File: config.mk
export PLATFORM = sky130hd
export DESIGN_NAME = schedule_makespan_flowtime_eval_unit
export DESIGN_NICKNAME = d
export VERILOG_FILES = /design/src/hdl/smfe_pkg.sv /design/src/hdl/smfe_accum.sv /design/src/hdl/schedule_makespan_flowtime_eval_unit.sv
export SDC_FILE = /design/constraint.sdc
export NUM_CORES = 1
export LEC_CHECK = 0
export BUFFER_PORTS_ARGS = -buffer_cell sky130_fd_sc_hd__buf_2
export CORE_AREA = 2 2 269 377
export CTS_BUF_LIST = sky130_fd_sc_hd__clkbuf_8
export DETAILED_ROUTE_END_ITERATION = 6
export DIE_AREA = 0 0 271 379
export PLACE_DENSITY = 0.47
export SETUP_SLACK_MARGIN = 0.05
export SYNTH_ARGS = -nofsm -noshare
export SYNTH_HDL_FRONTEND = slang
export SYNTH_HIERARCHICAL = 1
export SYNTH_SLANG_ARGS = --single-unit
File: constraint.sdc
create_clock -name clock -period 15.2 [get_ports clock]
set_input_delay 0.76 -clock clock [delete_from_list [all_inputs] [get_ports clock]]
set_output_delay 0.76 -clock clock [all_outputs]
set_load 0.01 [all_outputs]
File: src/hdl/smfe_pkg.sv
// smfe_pkg: sizes, types and saturation helpers for the schedule makespan and flowtime unit
// no dependencies; imported by smfe_accum and schedule_makespan_flowtime_eval_unit
`timescale 1ns / 1ps
`default_nettype none

package smfe_pkg;

   localparam int MAX_MACHINES = 16;
   localparam int TOTAL_WIDTH  = 32;

   localparam int MACH_W    = 5;
   localparam int TIME_W    = 16;
   localparam int CNT_W     = 5;
   localparam int OUT_W     = 32;
   localparam int IDX_W     = (MAX_MACHINES > 1) ? $clog2(MAX_MACHINES) : 1;
   localparam int WIDE_W    = TOTAL_WIDTH + OUT_W;
   localparam int REQ_DATA_W = ((MACH_W + TIME_W + 7) / 8) * 8;
   localparam int RSP_DATA_W = ((2 * OUT_W + 7) / 8) * 8;

   localparam logic [CNT_W-1:0] CNT_RESET = CNT_W'(16);

   typedef logic [TOTAL_WIDTH-1:0] total_type;

   // one task handed from the input stage to the accumulator
   typedef struct packed {
      logic              fire;
      logic              last;
      logic [MACH_W-1:0] machine;
      logic [TIME_W-1:0] task_time;
   } task_cmd_type;

   // totals of a finished assignment
   typedef struct packed {
      logic [OUT_W-1:0] makespan;
      logic [OUT_W-1:0] flowtime;
      logic             bad;
   } score_type;

   // saturating add of a task time onto a total
   function automatic total_type sat_add(input total_type a, input logic [TIME_W-1:0] b);
      logic [TOTAL_WIDTH:0] s;
      s = {1'b0, a} + (TOTAL_WIDTH + 1)'(b);
      if (s[TOTAL_WIDTH]) begin
         return {TOTAL_WIDTH{1'b1}};
      end
      return s[TOTAL_WIDTH-1:0];
   endfunction

   // clip a total into the result field width
   function automatic logic [OUT_W-1:0] clip_out(input total_type v);
      logic [WIDE_W-1:0] w;
      w = {{OUT_W{1'b0}}, v};
      if (w > WIDE_W'({OUT_W{1'b1}})) begin
         return {OUT_W{1'b1}};
      end
      return w[OUT_W-1:0];
   endfunction

endpackage

`default_nettype wire

File: src/hdl/smfe_accum.sv
// smfe_accum: per-machine busy totals, running makespan, flowtime and error flag
// depends on smfe_pkg
`timescale 1ns / 1ps
`default_nettype none

module smfe_accum (
   input  wire logic                       clock,
   input  wire logic                       reset,
   input  wire logic [smfe_pkg::CNT_W-1:0] machines_in_use,
   input  wire smfe_pkg::task_cmd_type     cmd,
   output smfe_pkg::score_type             score
);
   import smfe_pkg::*;

   total_type           busy_ff [MAX_MACHINES];
   total_type           busy_in [MAX_MACHINES];
   total_type           max_ff, max_in, sum_ff, sum_in;
   logic                err_ff, err_in;

   logic                mach_ok;
   logic [IDX_W-1:0]    idx;
   total_type           new_busy;
   total_type           max_upd, sum_upd;
   logic                err_upd;

   always_comb begin
      mach_ok = (cmd.machine != '0)
             && (cmd.machine <= machines_in_use)
             && (32'(cmd.machine) <= 32'(MAX_MACHINES));
      idx      = IDX_W'(32'(cmd.machine) - 32'd1);
      new_busy = sat_add(busy_ff[idx], cmd.task_time);

      max_upd = max_ff;
      sum_upd = sum_ff;
      err_upd = err_ff;
      busy_in = busy_ff;
      if (mach_ok) begin
         busy_in[idx] = new_busy;
         if (new_busy > max_ff) begin
            max_upd = new_busy;
         end
         sum_upd = sat_add(sum_ff, cmd.task_time);
      end else begin
         err_upd = 1'b1;
      end

      score.makespan = clip_out(max_upd);
      score.flowtime = clip_out(sum_upd);
      score.bad      = err_upd;

      max_in = max_upd;
      sum_in = sum_upd;
      err_in = err_upd;
      // last task ends the assignment: start the next one from zero
      if (cmd.last) begin
         for (int i = 0; i < MAX_MACHINES; i++) begin
            busy_in[i] = '0;
         end
         max_in = '0;
         sum_in = '0;
         err_in = 1'b0;
      end
   end

   always_ff @(posedge clock) begin
      if (reset) begin
         for (int i = 0; i < MAX_MACHINES; i++) begin
            busy_ff[i] <= '0;
         end
         max_ff <= '0;
         sum_ff <= '0;
         err_ff <= 1'b0;
      end else if (cmd.fire) begin
         busy_ff <= busy_in;
         max_ff  <= max_in;
         sum_ff  <= sum_in;
         err_ff  <= err_in;
      end
   end

endmodule

`default_nettype wire

File: src/hdl/schedule_makespan_flowtime_eval_unit.sv
// schedule_makespan_flowtime_eval_unit: top level, input stage, result register, control register
// depends on smfe_pkg and smfe_accum
`timescale 1ns / 1ps
`default_nettype none

// scores one task-to-machine assignment, streamed one task per transfer
//  req channel: one task per transfer; req_tlast marks the final task of an assignment
//  rsp channel: one transfer per assignment carrying makespan, flowtime and the bad-machine flag
//  csr channel: writes machines_in_use; always ready, write only while the unit is idle
// timing: a task is registered in the input stage at its transfer and folded into the totals when it fires;
//  for a last task the score lands in the rsp register on that same edge and raises rsp_tvalid
// throughput: one task per cycle unless a last task waits on a stalled rsp register, set by
//  the read-add-write of one machine's busy total plus the running max compare, all combinational
// reset: all busy totals, makespan, flowtime and the flag clear; machines_in_use returns to 16
// rsp stall: a waiting score holds in the rsp register; ordinary tasks keep flowing,
//  only a last task waits in the input stage until the register frees, and
//  req_tready stays low while it waits
// machine numbers of zero, beyond the count or above 16 are ignored and raise the flag
module schedule_makespan_flowtime_eval_unit (
   input  wire logic                            clock,
   input  wire logic                            reset,
   // machine_number [4:0], task_time [20:5], zero pad above
   input  wire logic [smfe_pkg::REQ_DATA_W-1:0] req_tdata,
   input  wire logic                            req_tlast,
   input  wire logic                            req_tvalid,
   output      logic                            req_tready,
   // makespan [31:0], flowtime [63:32]
   output      logic [smfe_pkg::RSP_DATA_W-1:0] rsp_tdata,
   // bad_machine_seen [0]
   output      logic [0:0]                      rsp_tuser,
   output      logic                            rsp_tvalid,
   input  wire logic                            rsp_tready,
   input  wire logic [smfe_pkg::CNT_W-1:0]      csr_data,
   input  wire logic                            csr_valid,
   output      logic                            csr_ready
);
   import smfe_pkg::*;

   // control register
   logic [CNT_W-1:0]  count_ff;

   // input stage
   logic              s1_valid_ff, s1_valid_in;
   logic [MACH_W-1:0] s1_mach_ff;
   logic [TIME_W-1:0] s1_time_ff;
   logic              s1_last_ff;

   // result register
   logic              rsp_valid_ff, rsp_valid_in;
   score_type         rsp_score_ff;

   logic              out_free;
   logic              fire;
   logic              accept;
   task_cmd_type      cmd;
   score_type         score;

   assign csr_ready = 1'b1;

   always_ff @(posedge clock) begin
      if (reset) begin
         count_ff <= CNT_RESET;
      end else if (csr_valid && csr_ready) begin
         count_ff <= csr_data;
      end
   end

   // a last task may only fold in when its score has somewhere to go
   assign out_free   = !rsp_valid_ff || rsp_tready;
   assign fire       = s1_valid_ff && (!s1_last_ff || out_free);
   assign req_tready = !s1_valid_ff || fire;
   assign accept     = req_tvalid && req_tready;

   assign s1_valid_in = accept || (s1_valid_ff && !fire);

   always_comb begin
      if (fire && s1_last_ff) begin
         rsp_valid_in = 1'b1;
      end else if (rsp_tready) begin
         rsp_valid_in = 1'b0;
      end else begin
         rsp_valid_in = rsp_valid_ff;
      end
   end

   always_ff @(posedge clock) begin
      if (reset) begin
         s1_valid_ff  <= 1'b0;
         rsp_valid_ff <= 1'b0;
      end else begin
         s1_valid_ff  <= s1_valid_in;
         rsp_valid_ff <= rsp_valid_in;
      end
   end

   // payload registers, no reset needed
   always_ff @(posedge clock) begin
      if (accept) begin
         s1_mach_ff <= req_tdata[MACH_W-1:0];
         s1_time_ff <= req_tdata[MACH_W+TIME_W-1:MACH_W];
         s1_last_ff <= req_tlast;
      end
      if (fire && s1_last_ff) begin
         rsp_score_ff <= score;
      end
   end

   always_comb begin
      cmd.fire      = fire;
      cmd.last      = s1_last_ff;
      cmd.machine   = s1_mach_ff;
      cmd.task_time = s1_time_ff;
   end

   smfe_accum u_accum (
      .clock           (clock),
      .reset           (reset),
      .machines_in_use (count_ff),
      .cmd             (cmd),
      .score           (score)
   );

   assign rsp_tvalid = rsp_valid_ff;
   assign rsp_tdata  = RSP_DATA_W'({rsp_score_ff.flowtime, rsp_score_ff.makespan});
   assign rsp_tuser  = rsp_score_ff.bad;

   // a folded last task always lands in the result register
   a_last_emits: assert property (@(posedge clock) disable iff (reset)
      fire && s1_last_ff |=> rsp_tvalid)
      else $error("last task folded without a result");

   // a waiting last task must block new tasks while the result is stalled
   a_last_blocks: assert property (@(posedge clock) disable iff (reset)
      s1_valid_ff && s1_last_ff && rsp_tvalid && !rsp_tready |-> !req_tready)
      else $error("input taken while last task is stuck");

   // the largest machine total never exceeds the sum of all totals
   a_span_le_flow: assert property (@(posedge clock) disable iff (reset)
      rsp_tvalid |-> rsp_score_ff.makespan <= rsp_score_ff.flowtime)
      else $error("makespan above flowtime");

endmodule

`default_nettype wire
After elaboration in Yosys (flattened, before gate mapping). Index checks and enable logic that the tools add are counted.

Bitwise gates (word level): 1. Muxes and demuxes: 24. Reductions and logical operators: 19. Order comparisons: 5. Add/subtract/negate cells: 3.

Operator list (number): two-way mux 512 bit (2); bitwise mux 512 bit (1); two-way mux 32 bit (12); binary-select mux 32 bit (select 4 bit) (1); demux 32 bit (select 4 bit) (1); adder 32 x 16 -> 33 bit (2); greater-than comparator 32 bit (1); logical AND 1 bit (7); two-way mux 1 bit (7); >= comparator 5 bit (second input constant) (1); less-or-equal comparator 5 bit (1); less-or-equal comparator 5 bit (second input constant) (1); less-than comparator 5 x 1 -> 1 bit (second input constant) (1); NOT 4 -> 5 bit (1); nonzero test 5 bit (1); zero test 1 bit (4); logical OR 1 bit (4); nonzero test 2 bit (2); subtractor 4 x 1 -> 4 bit (second input constant) (1); AND reduction 2 bit (1).

Input bits: 35. Output and inout port bits: 68. Word-level logic and storage cells: 80. Register bits: 671.

Depth between registers and ports, before layout. Gate-level depths: netlist (run 1).

Word-level depth: 12. Depth in mapped cells: 46. Gate-level depth less buffers: 26.

Cells and area by module. Netlist (run 1), hierarchy kept.

Modules (own cells, without submodules): smfe_accum (instances 1, cells an instance 2606, area each 26635.5 sq um); schedule_makespan_flowtime_eval_unit (instances 1, cells an instance 117, area each 2909.0 sq um).

Worst setup path before layout (run 1). No wires, ideal clock.

Path type: register to register. From: register s1_mach_ff[0]. To: register rsp_score_ff, in the netlist rsp_tdata[10], data pin. Cell stages (with the launch flop): 42. Library setup time: 0.267 ns. Required time: 14.933 ns. Path buffers: 20. Slack: 5.286 ns. Data arrival time: 9.647 ns. Cell sequence: edfxtp_1 buf_6 buf_6 buf_8 buf_6 buf_4 buf_2 buf_1 clkbuf_1 inv_1 ha_1 buf_4 buf_4 buf_4 buf_2 buf_4 buf_2 clkbuf_1 [... 6 more ...] a221o_1 a21oi_1 nand2_1 and2_1 buf_6 o21ai_2 buf_2 ha_1 a21o_1 a21o_1 a21oi_1 o311ai_0 a21oi_1 a31oi_1 nand2_1 clkbuf_1 clkbuf_1 a21oi_1.

RTL lines: from (decl) (RTL line schedule_makespan_flowtime_eval_unit.sv:44) `logic [MACH_W-1:0] s1_mach_ff;`; from (signal assigned) (RTL line schedule_makespan_flowtime_eval_unit.sv:99) `s1_mach_ff <= req_tdata[MACH_W-1:0];`; to (signal assigned) (RTL line schedule_makespan_flowtime_eval_unit.sv:104) `rsp_score_ff <= score;`; to (decl) (RTL line schedule_makespan_flowtime_eval_unit.sv:50) `score_type rsp_score_ff;`.

==> results of run 1 <==
## worst min-delay path by stage
stage                                    start                    to  slack (ns)  cells past startpoint
after floorplan           u_accum/busy_ff[196]  u_accum/busy_ff[196]        0.42                      2
after global placement     u_accum/busy_ff[71]   u_accum/busy_ff[71]        0.43                      2
after detailed placement  u_accum/busy_ff[421]  u_accum/busy_ff[421]        0.44                      2
after CTS                        req_tdata[15]        s1_time_ff[10]        0.07                      1
after global routing             req_tdata[16]        s1_time_ff[11]        0.10                      1
final                            req_tdata[15]        s1_time_ff[10]        0.15                      1
## sequential cells by signal, summed over array words and instances (netlist names)
| signal | count |
|---|---|
| s1_time_ff | 16 |
| u_accum/busy_ff | 512 |
| u_accum/max_ff | 32 |
| u_accum/err_ff | 1 |
| count_ff | 5 |
| s1_last_ff | 1 |
| rsp_tdata | 64 |
| rsp_tuser | 1 |
| s1_mach_ff | 5 |
| u_accum/sum_ff | 32 |
| rsp_tvalid | 1 |
| s1_valid_ff | 1 |
## stage by stage
stage	cells	utilization (%)	power, mW	area, µm²	setup WS, ns
finish	4165	33.6	3.64	33300	4.71
global placement	3978	31.5	2.16	31300	4.51
detailed placement	3978	31.5	2.17	31300	4.61
floorplan	2723	-	2.05	29500	5.29
CTS	4163	33.5	3.69	33300	4.63
global route	4164	33.5	3.78	33300	4.36
## final cells by class
type / instances / share of cell area [%]
diodes: 2 / 0.0150
clock buffers: 118 / 4.88
clock inverters: 67 / 1.24
inverters: 65 / 0.733
multi-input cells: 1777 / 42.6
flip-flops and latches: 671 / 43.0
well taps: 1320 / 4.96
repair buffers: 145 / 2.58
## power by group
part / total, mW / internal [mW] / switching, mW
Clock: 1.51 / 0.776 / 0.738
Sequential: 1.82 / 1.81 / 0.0114
Combinational: 0.303 / 0.0848 / 0.218
## cell families (layout without fill, tap and decap cells)
logic type / after synthesis / after routing / share of synthesized area, %
AOI/OAI and AO/OA: 796 / 796 / 18.7
and+or+nand+nor: 685 / 685 / 11.1
DFF: 671 / 671 / 48.4
buffers and inverters: 275 / 395 / 4.40
muxes: 174 / 174 / 12.7
adders and majority gates: 76 / 76 / 3.27
xor gates and xnor gates: 45 / 45 / 1.40
other: 1 / 3 / 0.0127
## per-layer routing
metal | vias up | GRT usage, %
li1 | 10200 | -
met1 | 11500 | 21.0
met2 | 762 | 35.1
met3 | 207 | 2.95
met4 | 0 | 9.62
met5 | - | 0
## layout by cell type (no fill, tap or decap), types with 15 or more instances in the layout
cell	Yosys	layout
sky130_fd_sc_hd__nor3_1	37	21
sky130_fd_sc_hd__dfxtp_1	584	584
sky130_fd_sc_hd__xor2_1	17	17
sky130_fd_sc_hd__ha_1	74	73
sky130_fd_sc_hd__nand3_1	25	25
sky130_fd_sc_hd__edfxtp_1	87	87
sky130_fd_sc_hd__and3_1	19	19
sky130_fd_sc_hd__nor2b_2	0	16
sky130_fd_sc_hd__a31oi_1	15	15
sky130_fd_sc_hd__or2_2	20	20
sky130_fd_sc_hd__o21ai_0	238	237
sky130_fd_sc_hd__xnor2_1	27	26
sky130_fd_sc_hd__clkbuf_8	0	118
sky130_fd_sc_hd__nor2_1	164	163
sky130_fd_sc_hd__inv_1	65	110
sky130_fd_sc_hd__a22o_1	278	278
sky130_fd_sc_hd__nor3_4	1	17
sky130_fd_sc_hd__buf_4	14	47
sky130_fd_sc_hd__a21o_1	18	18
sky130_fd_sc_hd__nand2_1	302	301
sky130_fd_sc_hd__or3_1	19	19
sky130_fd_sc_hd__mux4_2	153	153
sky130_fd_sc_hd__buf_2	25	97
sky130_fd_sc_hd__a21oi_1	87	86
sky130_fd_sc_hd__a22oi_1	65	65
==> results.ini, run 1 <==
[run_status]
outcome = finished clean

[placement]
placement.io_buffers = 98
place.detailed.hpwl_um = 63500
gp_routability_congestion = 0.867

[setup_path]
regToRegSetupSlack_ns = 4.71
cpMostUsedCell = sky130_fd_sc_hd__buf_4
crit_path_top_delay_cell = sky130_fd_sc_hd__ha_4
endpoint_kind = flop
setup.worst_path.class = flop to flop
crit_path_start = s1_mach_ff[0]
crit_required_ns = 15.73
worstReg2RegStart = s1_mach_ff[0]
worstPathBufferInverterCount = 6
worstPathArrival_ns = 11.03
timing.rr.end = rsp_tdata[13]
cp-endpoint = rsp_tdata[13]
maximum_cell_stage_delay_along_the_critical_path_ns = 0.85
timing.critical_path.from_type = flop
cp_num_cells = 26
worstPathMaxFanout = 44
critical_path.top_delay_family = compound AO/OA/AOI/OAI gates
r2r.worst_path.cells = 26

[timing]
timing.final.crit_period_ns = 10.49
fin_skew_ns = 0.0406
timing_max_transition_violations_final = 0
setup_total_negative_slack_ns = 0
tightestPinTransition_ns = 1.25
rsz0062_at_grt = no
finalCritPeriodShare_pct = 69.0
slew-limit-headroom_pct = 16.5
hold_violations = 0
hold-worst-slack_ns = 0.155
timing.final.setup_violations = 0
fmaxAchievable_ghz = 0.0953

[logic_synthesis]
number_of_synthesis_warnings = 6
synth.most_common_cell = sky130_fd_sc_hd__dfxtp_1
mappedNetlistNets = 2834
ys_ff_latch = 671
syn-mean-instance-area_um2 = 10.9
number_of_enable_type_register_cells_in_the_synthesized_netlist = 87
synthesis.instances = 2723
most_area_consuming_cells_after_synthesis = sky130_fd_sc_hd__dfxtp_1 (40%), sky130_fd_sc_hd__mux4_2 (12%), sky130_fd_sc_hd__edfxtp_1 (8.8%), sky130_fd_sc_hd__a22o_1 (8.2%), sky130_fd_sc_hd__o21ai_0 (4.0%)
yosys-top-cells-count = sky130_fd_sc_hd__dfxtp_1 (584), sky130_fd_sc_hd__nand2_1 (302), sky130_fd_sc_hd__a22o_1 (278)
ys_async_sr_fraction_pct = 0
synth_seq_area_share_pct = 48.4
synth_top_area_cell = sky130_fd_sc_hd__dfxtp_1
synth_cell_type_count = 80
netlist_area_um2 = 29500
synth_top_cell_area_share_pct = 39.6
synth_flop_cell = sky130_fd_sc_hd__dfxtp_1

[clock_network]
cts_tree = yes
clock_tree.htree_level_count = 3
post_cts.resized_instances = 0
cts_buffer_depth = 3
cts.sink_count = 671
cts.reportedPaths.clkPinSlew_ns = 0.07
postCtsSetupRepairBufs = 0
clock_tree.root_cell = sky130_fd_sc_hd__clkbuf_8
numCtsBuffers = 100
clkLatencyLatePin_ns = 0.78
cts_hold_buf = 0

[flow_run]
timing.max_cap.violations = 0

[floorplanning]
starting_density_of_the_core_pct = 29.8
die_h_um = 379
site_row_count = 137
dieWidth_um = 271
die-area_um2 = 103000
boundaryPins = 103
placeableCoreArea_um2 = 99200

[drt]
drtPass1Iterations = 5
antenna_viol_nets_final = 0
met3WireLength_um = 4980
routedWlPerCell_um = 23.7
met1_length_um = 37600
drt_iter0_markers = 1798
routed_wl_um = 98700
remaining_drc_errors = 0
vias_per_cell = 5.43
highest-signal-layer = met4
detailed_routed_wire_length_on_met2_um = 51500
route.vias.total = 22600

[layout]
nets = 2871
regArea_um2 = 14300
area_growth_pct = 12.7
multi_input_comb_area_um2 = 14200
filler_cell_count = 9993
layout-drive-gt1-share_pct = 19.3

[grt]
total_congestion_overflow = 0
grt_first_pass_wirelength_um = 147000
via_count_of_the_first_global_routing_pass = 23200
antenna_found_initial = 1
grt_start_max_net_pins = 71
global_routing_usage_summed_across_all_routing_layers_pct = 19.0

[power]
vdd.ir_drop.worst_v = 0.0000522
power_leakage_nw = 12.5
powerDensity_nw_per_um2 = 109

[min_path]
holdCritPathClass = input pin to flop

(Power assumes the default switching activity.)
==> run 2, diff against run 1 <==
==> constraint.sdc (replaced) <==
create_clock -name clock -period 10.6 [get_ports clock]
set_input_delay 0.53 -clock clock [delete_from_list [all_inputs] [get_ports clock]]
set_output_delay 0.53 -clock clock [all_outputs]
set_load 0.01 [all_outputs]
==> run 2 against run 1 <==
Against the previous run:
- worst setup slack worse by 2.9 ns
- critical path depth unchanged
- sequential power is 43% higher
- global-route usage rose by 0.25 points
- final area increased by 1.4%
- clock power up 46%
- first-iteration DRC count is 12% higher
- highest routed layer unchanged
- critical endpoint is now u_accum/max_ff[4]
- via count grew 0.96%
==> results.ini, run 2 (synthesis gave the netlist of run 1 again) <==
[clock_network]
cts.reportedPaths.clkPinSlew_ns = 0.06  ; about the same
cts_tree = yes
cts_buffer_depth = 3  ; unchanged
clock_tree.root_cell = sky130_fd_sc_hd__clkbuf_8
clkLatencyLatePin_ns = 0.80  ; +0.02 ns
post_cts.resized_instances = 0  ; unchanged
clock_tree.htree_level_count = 3  ; unchanged
cts.sink_count = 671  ; unchanged
numCtsBuffers = 102  ; +2.0%

[power]
total_power_mw = 5.27  ; +45%
powerDensity_nw_per_um2 = 156  ; +43%
power_leakage_nw = 12.7  ; +1.7%
vdd.ir_drop.worst_v = 0.0000838  ; +60%

[layout]
layout_common_cells = sky130_fd_sc_hd__dfxtp_1 (584), sky130_fd_sc_hd__nand2_1 (301), sky130_fd_sc_hd__a22o_1 (278), sky130_fd_sc_hd__o21ai_0 (237), sky130_fd_sc_hd__nor2_1 (163)
register_with_the_most_flip_flops = u_accum/busy_ff
layout-drive-gt1-share_pct = 19.7  ; +0.43 points
nets = 2919  ; +1.7%
layout.cells.most_common = sky130_fd_sc_hd__dfxtp_1
largest_reg_flops = 512  ; unchanged
area_growth_pct = 14.2

[grt]
busiest_layer = met2
global_routing_usage_summed_across_all_routing_layers_pct = 19.3  ; +0.25 points
grt_start_max_net_pins = 66  ; -7.0%
total_congestion_overflow = 0  ; unchanged
gr-usage-met1_pct = 21.9  ; +0.88 points
via_count_of_the_first_global_routing_pass = 23500  ; +1.3%
antenna_found_initial = 1  ; unchanged
grt_first_pass_wirelength_um = 149000  ; +1.1%
use_met2_pct = 35.4  ; +0.28 points
grt_use_met3_pct = 2.87  ; -0.089 points

[floorplanning]
dieWidth_um = 271  ; unchanged
boundaryPins = 103  ; unchanged
site_row_count = 137  ; unchanged
starting_density_of_the_core_pct = 29.8  ; unchanged
die-area_um2 = 103000  ; unchanged
placeableCoreArea_um2 = 99200  ; unchanged
die_h_um = 379  ; unchanged

[drt]
antenna_viol_nets_final = 0  ; unchanged
route.vias.total = 22800  ; +0.96%
drt_iter0_markers = 2005  ; +12%
vias_per_cell = 5.41  ; -0.22%
routedWlPerCell_um = 23.7  ; +0.16%
remaining_drc_errors = 0  ; unchanged
drtPass1Iterations = 6  ; +1
routed_wl_um = 100000  ; +1.3%

[timing]
timing.final.crit_period_ns = 8.79  ; -1.70 ns
finalCritPeriodShare_pct = 83.0  ; +14 points
timing.final.setup_violations = 0  ; unchanged
tightestPinTransition_ns = 1.26  ; +0.0147 ns
rsz0062_at_grt = no
hold-worst-slack_ns = 0.0859  ; -0.0690 ns
setup_total_negative_slack_ns = 0  ; unchanged
hold_violations = 0  ; unchanged
slew-limit-headroom_pct = 15.5  ; -0.98 points
fmaxAchievable_ghz = 0.114  ; +19%
timing_max_transition_violations_final = 0  ; unchanged
fin_skew_ns = 0.0466  ; +0.00592 ns

[setup_path]
worstPathArrival_ns = 9.48  ; -1.55 ns
timing.rr.end = u_accum/max_ff[4]
timing.critical_path.from_type = flop
r2r.worst_path.cells = 26  ; unchanged
regToRegSetupSlack_ns = 1.81  ; -2.90 ns
crit_required_ns = 11.28  ; -4.45 ns
endpoint_kind = flop
setup.worst_path.class = flop to flop
worstReg2RegStart = s1_mach_ff[1]
worstPathMaxFanout = 21  ; -52%

[min_path]
holdPathStages = 2  ; +1
holdCritPathClass = input pin to flop
min_to = count_ff[4]
worst_hold_startpoint = csr_valid

[run_status]
outcome = finished clean

[placement]
gp_routability_congestion = 0.855  ; -1.3%
place.detailed.hpwl_um = 64400  ; +1.4%
placement.io_buffers = 98  ; unchanged

[flow_run]
timing.max_cap.violations = 0  ; unchanged

-- run 2: cell types whose count changed in the layout (fill, tap and decap cells not counted), sizes merged --
cell / delta
clkbuf: +4
inv: -2
clkinv: +6
clkinvlp: -3
bufinv: -1
buf: +17
dlygate4sd3: +29
diode: -1
-- run 2: per-layer routing --
layer	share of wire, %	vias to the layer above	wire length [µm]
met1	39	11500	38700
met4	4.2	0	4200
met3	5.3	203	5310
li1	-	10300	-
met2	52	797	51800
met5	0	-	0
-- run 2: cell type report --
type / count / area (µm²)
Fill cell: 9878 / 65500
Sequential cell: 671 / 14300
Multi-Input combinational cell: 1777 / 14200
Clock buffer: 122 / 1680
Tap cell: 1320 / 1650
Timing Repair Buffer: 191 / 1280
Clock inverter: 67 / 394
Inverter: 65 / 244
Antenna cell: 1 / 2.50
-- run 2: how the worst max path moves through the flow --
| stage | from | end | slack [ns] | cells after the start |
|---|---|---|---|---|
| 4_1_cts | s1_mach_ff[0] | u_accum/max_ff[4] | 1.77 | 25 |
| 3_5_place_dp | s1_mach_ff[0] | u_accum/max_ff[4] | 1.81 | 25 |
| 3_3_place_gp | s1_mach_ff[0] | u_accum/max_ff[0] | 1.79 | 25 |
| 2_1_floorplan | s1_mach_ff[0] | rsp_tdata[10] | 0.69 | 41 |
| 6_report | s1_mach_ff[1] | u_accum/max_ff[4] | 1.81 | 26 |
| 5_1_grt | s1_mach_ff[0] | u_accum/max_ff[5] | 1.43 | 25 |
-- run 2: stage by stage --
| step | worst slack, ns | instances | cell area (µm²) | util (%) |
|---|---|---|---|---|
| global route | 1.43 | 4214 | 33800 | 34.0 |
| global placement | 1.79 | 3995 | 31400 | 31.6 |
| detailed placement | 1.81 | 3995 | 31400 | 31.6 |
| CTS | 1.77 | 4213 | 33700 | 34.0 |
| floorplan | 0.686 | 2723 | 29500 | - |
| finish | 1.81 | 4214 | 33800 | 34.0 |
-- run 2: worst max-delay path, cell delays in order (launching register included) --
cell                       delay (ns)
sky130_fd_sc_hd__edfxtp_1        0.59
sky130_fd_sc_hd__inv_1           0.19
sky130_fd_sc_hd__ha_4            0.60
sky130_fd_sc_hd__buf_4           0.43
sky130_fd_sc_hd__mux4_2          0.56
sky130_fd_sc_hd__mux4_2          0.51
sky130_fd_sc_hd__ha_1            0.36
sky130_fd_sc_hd__a21oi_1         0.22
sky130_fd_sc_hd__o21ai_0         0.11
sky130_fd_sc_hd__a221o_1         0.38
sky130_fd_sc_hd__a21oi_1         0.51
sky130_fd_sc_hd__nand2_1         0.33
sky130_fd_sc_hd__nand4_1         0.30
sky130_fd_sc_hd__buf_4           0.26
sky130_fd_sc_hd__nand3_2         0.47
sky130_fd_sc_hd__ha_1            0.51
sky130_fd_sc_hd__a21oi_1         0.15
sky130_fd_sc_hd__o22ai_1         0.10
sky130_fd_sc_hd__o211ai_1        0.19
sky130_fd_sc_hd__o311ai_1        0.34
sky130_fd_sc_hd__a21oi_1         0.22
sky130_fd_sc_hd__a31oi_1         0.06
sky130_fd_sc_hd__buf_4           0.20
sky130_fd_sc_hd__a21oi_2         0.50
sky130_fd_sc_hd__buf_4           0.41
sky130_fd_sc_hd__nand2_1         0.09
sky130_fd_sc_hd__o21ai_0         0.07
-- run 2: repair_timing --
action / in CTS / in global routing
buffers inserted: 0 / 0
hold endpoints to repair: 29 / 0
hold buffers: 29 / 0
-- run 2: report_power, final --
part | total [mW] | internal [mW] | switching [mW]
Sequential | 2.61 | 2.60 | 0.0167
Combinational | 0.450 | 0.132 | 0.318
Clock | 2.21 | 1.13 | 1.08
==> run 3, diff against run 2 <==
--- a/config.mk
+++ b/config.mk
@@ -5,11 +5,12 @@
 export SDC_FILE = /design/constraint.sdc
 export NUM_CORES = 1
 export LEC_CHECK = 0
+export ABC_AREA = 1
 export BUFFER_PORTS_ARGS = -buffer_cell sky130_fd_sc_hd__buf_2
-export CORE_AREA = 2 2 269 377
+export CORE_AREA = 2 2 281 394
 export CTS_BUF_LIST = sky130_fd_sc_hd__clkbuf_8
 export DETAILED_ROUTE_END_ITERATION = 6
-export DIE_AREA = 0 0 271 379
+export DIE_AREA = 0 0 283 396
 export PLACE_DENSITY = 0.47
 export SETUP_SLACK_MARGIN = 0.05
 export SYNTH_ARGS = -nofsm -noshare
==> constraint.sdc (replaced) <==
create_clock -name clock -period 9.1 [get_ports clock]
set_input_delay 0.455 -clock clock [delete_from_list [all_inputs] [get_ports clock]]
set_output_delay 0.455 -clock clock [all_outputs]
set_load 0.01 [all_outputs]
==> run 3 against run 2 <==
Against the previous run:
- clock power grew 19%
- combinational power grew to 3.5 times the previous value
- sequential share of layout area shrank 3.4 points
- register-to-register slack lost 0.81 ns
- sequential power grew 17%
- non-clock buffer count grew 25
- global-route usage grew 1.4 points
- first-iteration DRC count grew 22%
- cell count grew 44%
- final area grew 8.7%
- power grew 37%
- routed wire length grew 20%
- critical endpoint is now u_accum/max_ff[21]
- highest routed layer unchanged
==> results.ini, run 3 <==
[layout]
final_core_util_pct = 33.9  ; -0.11 points
layout-drive-gt1-share_pct = 9.77  ; -9.9 points
register_with_the_most_flip_flops = u_accum/busy_ff
area_growth_pct = 13.2
largest_reg_flops = 512  ; unchanged
fin_area_um2 = 36700  ; +8.7%
layout.cells.most_common = sky130_fd_sc_hd__nand2_1
stdcell_count = 6065  ; +44%
nets = 4645  ; +59%
layout_common_cells = sky130_fd_sc_hd__nand2_1 (1,894), sky130_fd_sc_hd__a21oi_1 (728), sky130_fd_sc_hd__dfxtp_1 (584), sky130_fd_sc_hd__nand3_1 (201), sky130_fd_sc_hd__inv_1 (170)

[setup_path]
timing.critical_path.from_type = flop
crit_path_start = s1_mach_ff[0]
crit_required_ns = 9.80  ; -1.48 ns
endpoint_kind = flop
crit_path_top_delay_cell = sky130_fd_sc_hd__edfxtp_1
cpMostUsedCell = sky130_fd_sc_hd__nand2_1
maximum_cell_stage_delay_along_the_critical_path_ns = 0.51  ; -0.09 ns
worstReg2RegStart = s1_mach_ff[0]
setup.worst_path.class = flop to flop
worstPathArrival_ns = 8.80  ; -0.68 ns
worstPathMaxFanout = 29  ; +38%

[clock_network]
postCtsSetupRepairBufs = 0  ; unchanged
cts_buffer_depth = 3  ; unchanged
cts_tree = yes
clock_tree.htree_level_count = 3  ; unchanged
cts.sink_count = 671  ; unchanged
clock_tree.root_cell = sky130_fd_sc_hd__clkbuf_8
cts.reportedPaths.clkPinSlew_ns = 0.07  ; about the same
clkLatencyLatePin_ns = 0.81  ; about the same
numCtsBuffers = 109  ; +6.9%

[drt]
vias_per_cell = 5.00  ; -7.6%
routed_wl_um = 120000  ; +20%
remaining_drc_errors = 0  ; unchanged
antenna_viol_nets_final = 0  ; unchanged
drtPass1Iterations = 7  ; +1
routedWlPerCell_um = 19.7  ; -17%
drt_iter0_markers = 2443  ; +22%
route.vias.total = 30400  ; +33%

[logic_synthesis]
ys_async_sr_fraction_pct = 0  ; unchanged
synth.most_common_cell = sky130_fd_sc_hd__nand2_1
syn-mean-instance-area_um2 = 7.15  ; -34%
number_of_synthesis_warnings = 6  ; unchanged
yosys-top-cells-count = sky130_fd_sc_hd__nand2_1 (1,894), sky130_fd_sc_hd__a21oi_1 (729), sky130_fd_sc_hd__dfxtp_1 (584)
synth_seq_area_share_pct = 44.1  ; -4.3 points
most_area_consuming_cells_after_synthesis = sky130_fd_sc_hd__dfxtp_1 (36%), sky130_fd_sc_hd__nand2_1 (22%), sky130_fd_sc_hd__a21oi_1 (11%), sky130_fd_sc_hd__edfxtp_1 (8.1%), sky130_fd_sc_hd__nand3_1 (3.1%)
netlist_area_um2 = 32400  ; +9.7%
mappedNetlistNets = 4645  ; +64%
synthesis.instances = 4534  ; +67%
synth_cell_type_count = 55  ; -31%
synth_top_cell_area_share_pct = 36.1  ; -3.5 points
synth_flop_cell = sky130_fd_sc_hd__dfxtp_1
number_of_enable_type_register_cells_in_the_synthesized_netlist = 87  ; unchanged
synth_top_area_cell = sky130_fd_sc_hd__dfxtp_1
ys_ff_latch = 671  ; unchanged

[grt]
antenna_found_initial = 1  ; unchanged
grt_first_pass_wirelength_um = 179000  ; +21%
grt_start_max_net_pins = 220  ; +230%
via_count_of_the_first_global_routing_pass = 28700  ; +22%
global_routing_usage_summed_across_all_routing_layers_pct = 20.7  ; +1.4 points
total_congestion_overflow = 0  ; unchanged

[timing]
finalCritPeriodShare_pct = 89.1  ; +6.1 points
hold_violations = 0  ; unchanged
fmaxAchievable_ghz = 0.123  ; +8.5%
rsz0062_at_grt = no
timing.final.crit_period_ns = 8.10  ; -0.690 ns
setup_total_negative_slack_ns = 0  ; unchanged
timing.final.setup_violations = 0  ; unchanged
fin_skew_ns = 0.0562  ; +0.00960 ns
tightestPinTransition_ns = 1.29  ; +0.0247 ns
slew-limit-headroom_pct = 13.6  ; -1.8 points
hold-worst-slack_ns = 0.114  ; +0.0280 ns
final_critical_path_setup_slack_ns = 0.996  ; -0.810 ns
timing_max_transition_violations_final = 0  ; unchanged

[min_path]
holdCritPathClass = input pin to flop
worst_hold_startpoint = reset

[power]
power_leakage_nw = 12.7  ; about the same
vdd.ir_drop.worst_v = 0.000146  ; +75%
powerDensity_nw_per_um2 = 197  ; +26%
total_power_mw = 7.24  ; +37%

[floorplanning]
boundaryPins = 103  ; unchanged
die-area_um2 = 112000  ; +9.1%
dieWidth_um = 283  ; +4.4%
site_row_count = 143  ; +4.4%
placeableCoreArea_um2 = 108000  ; +9.1%
die_h_um = 396  ; +4.5%
starting_density_of_the_core_pct = 29.9  ; +0.16 points

[placement]
place.detailed.hpwl_um = 71200  ; +11%
placement.io_buffers = 98  ; unchanged
placed_cell_area_um2 = 34200  ; +9.0%
detailedPlace.worstSlack_ns = 0.642  ; -1.16 ns
dp.cells = 5835  ; +46%
gp_routability_congestion = 0.822  ; -3.9%

[run_status]
outcome = finished clean

[flow_run]
timing.max_cap.violations = 0  ; unchanged

## run 3: final timing paths
check	to	slack [ns]	cells past startpoint
max	u_accum/max_ff[21]	1.0	35
min	u_accum/busy_ff[426]	0.11	2
max reg2reg	u_accum/max_ff[21]	1.0	35
min reg2reg	u_accum/busy_ff[509]	0.46	2
## run 3: power by group
| group | leakage, nW | internal [mW] | total (mW) | switching [mW] |
|---|---|---|---|---|
| registers | 5.49 | 3.04 | 3.06 | 0.0195 |
| logic | 6.03 | 0.395 | 1.56 | 1.16 |
| clock network | 1.20 | 1.33 | 2.62 | 1.29 |
## run 3: area by class of cell
cell class | instances | area [µm²]
inverters | 144 | 553
diodes | 1 | 2.50
clock buffers | 125 | 1720
flip-flops and latches | 671 | 14300
clock inverters | 66 | 374
repair buffers | 216 | 1560
fillers | 11700 | 71600
well taps | 1450 | 1810
multi-input cells | 3392 | 16400
## run 3: critical path, delay by kind of cell (launching register included)
kind	cells	cell delay, ns
DFF	1	0.51
buffers and inverters	6	1.15
AOI/OAI and AO/OA	5	1.43
adders and majority gates	3	0.82
and+or+nand+nor	21	4.01
## run 3: logic make-up after synthesis
group | share of synthesized area (%)
AND/OR/NAND/NOR | 29.6
AO/OA/AOI/OAI | 16.1
flip-flops | 44.1
buffers and inverters | 6.37
adder cells (fa/ha/maj) | 2.98
XOR/XNOR | 0.695
other | 0.0116
## run 3: metal layers
metal | track usage, % | share of wire, % | vias to the layer above | wire length (µm)
met1 | 24.9 | 42 | 14500 | 50200
met2 | 37.4 | 51 | 768 | 60700
li1 | - | - | 14900 | -
met5 | 0 | 0 | - | 0
met3 | 2.30 | 4.2 | 177 | 4970
met4 | 8.09 | 3.1 | 0 | 3740
## run 3: what timing repair did
item / CTS / global route
hold buffers: 38 / 0
setup endpoints to repair: 0 / 4
gates resized for setup: 0 / 1
hold endpoints to repair: 29 / 0
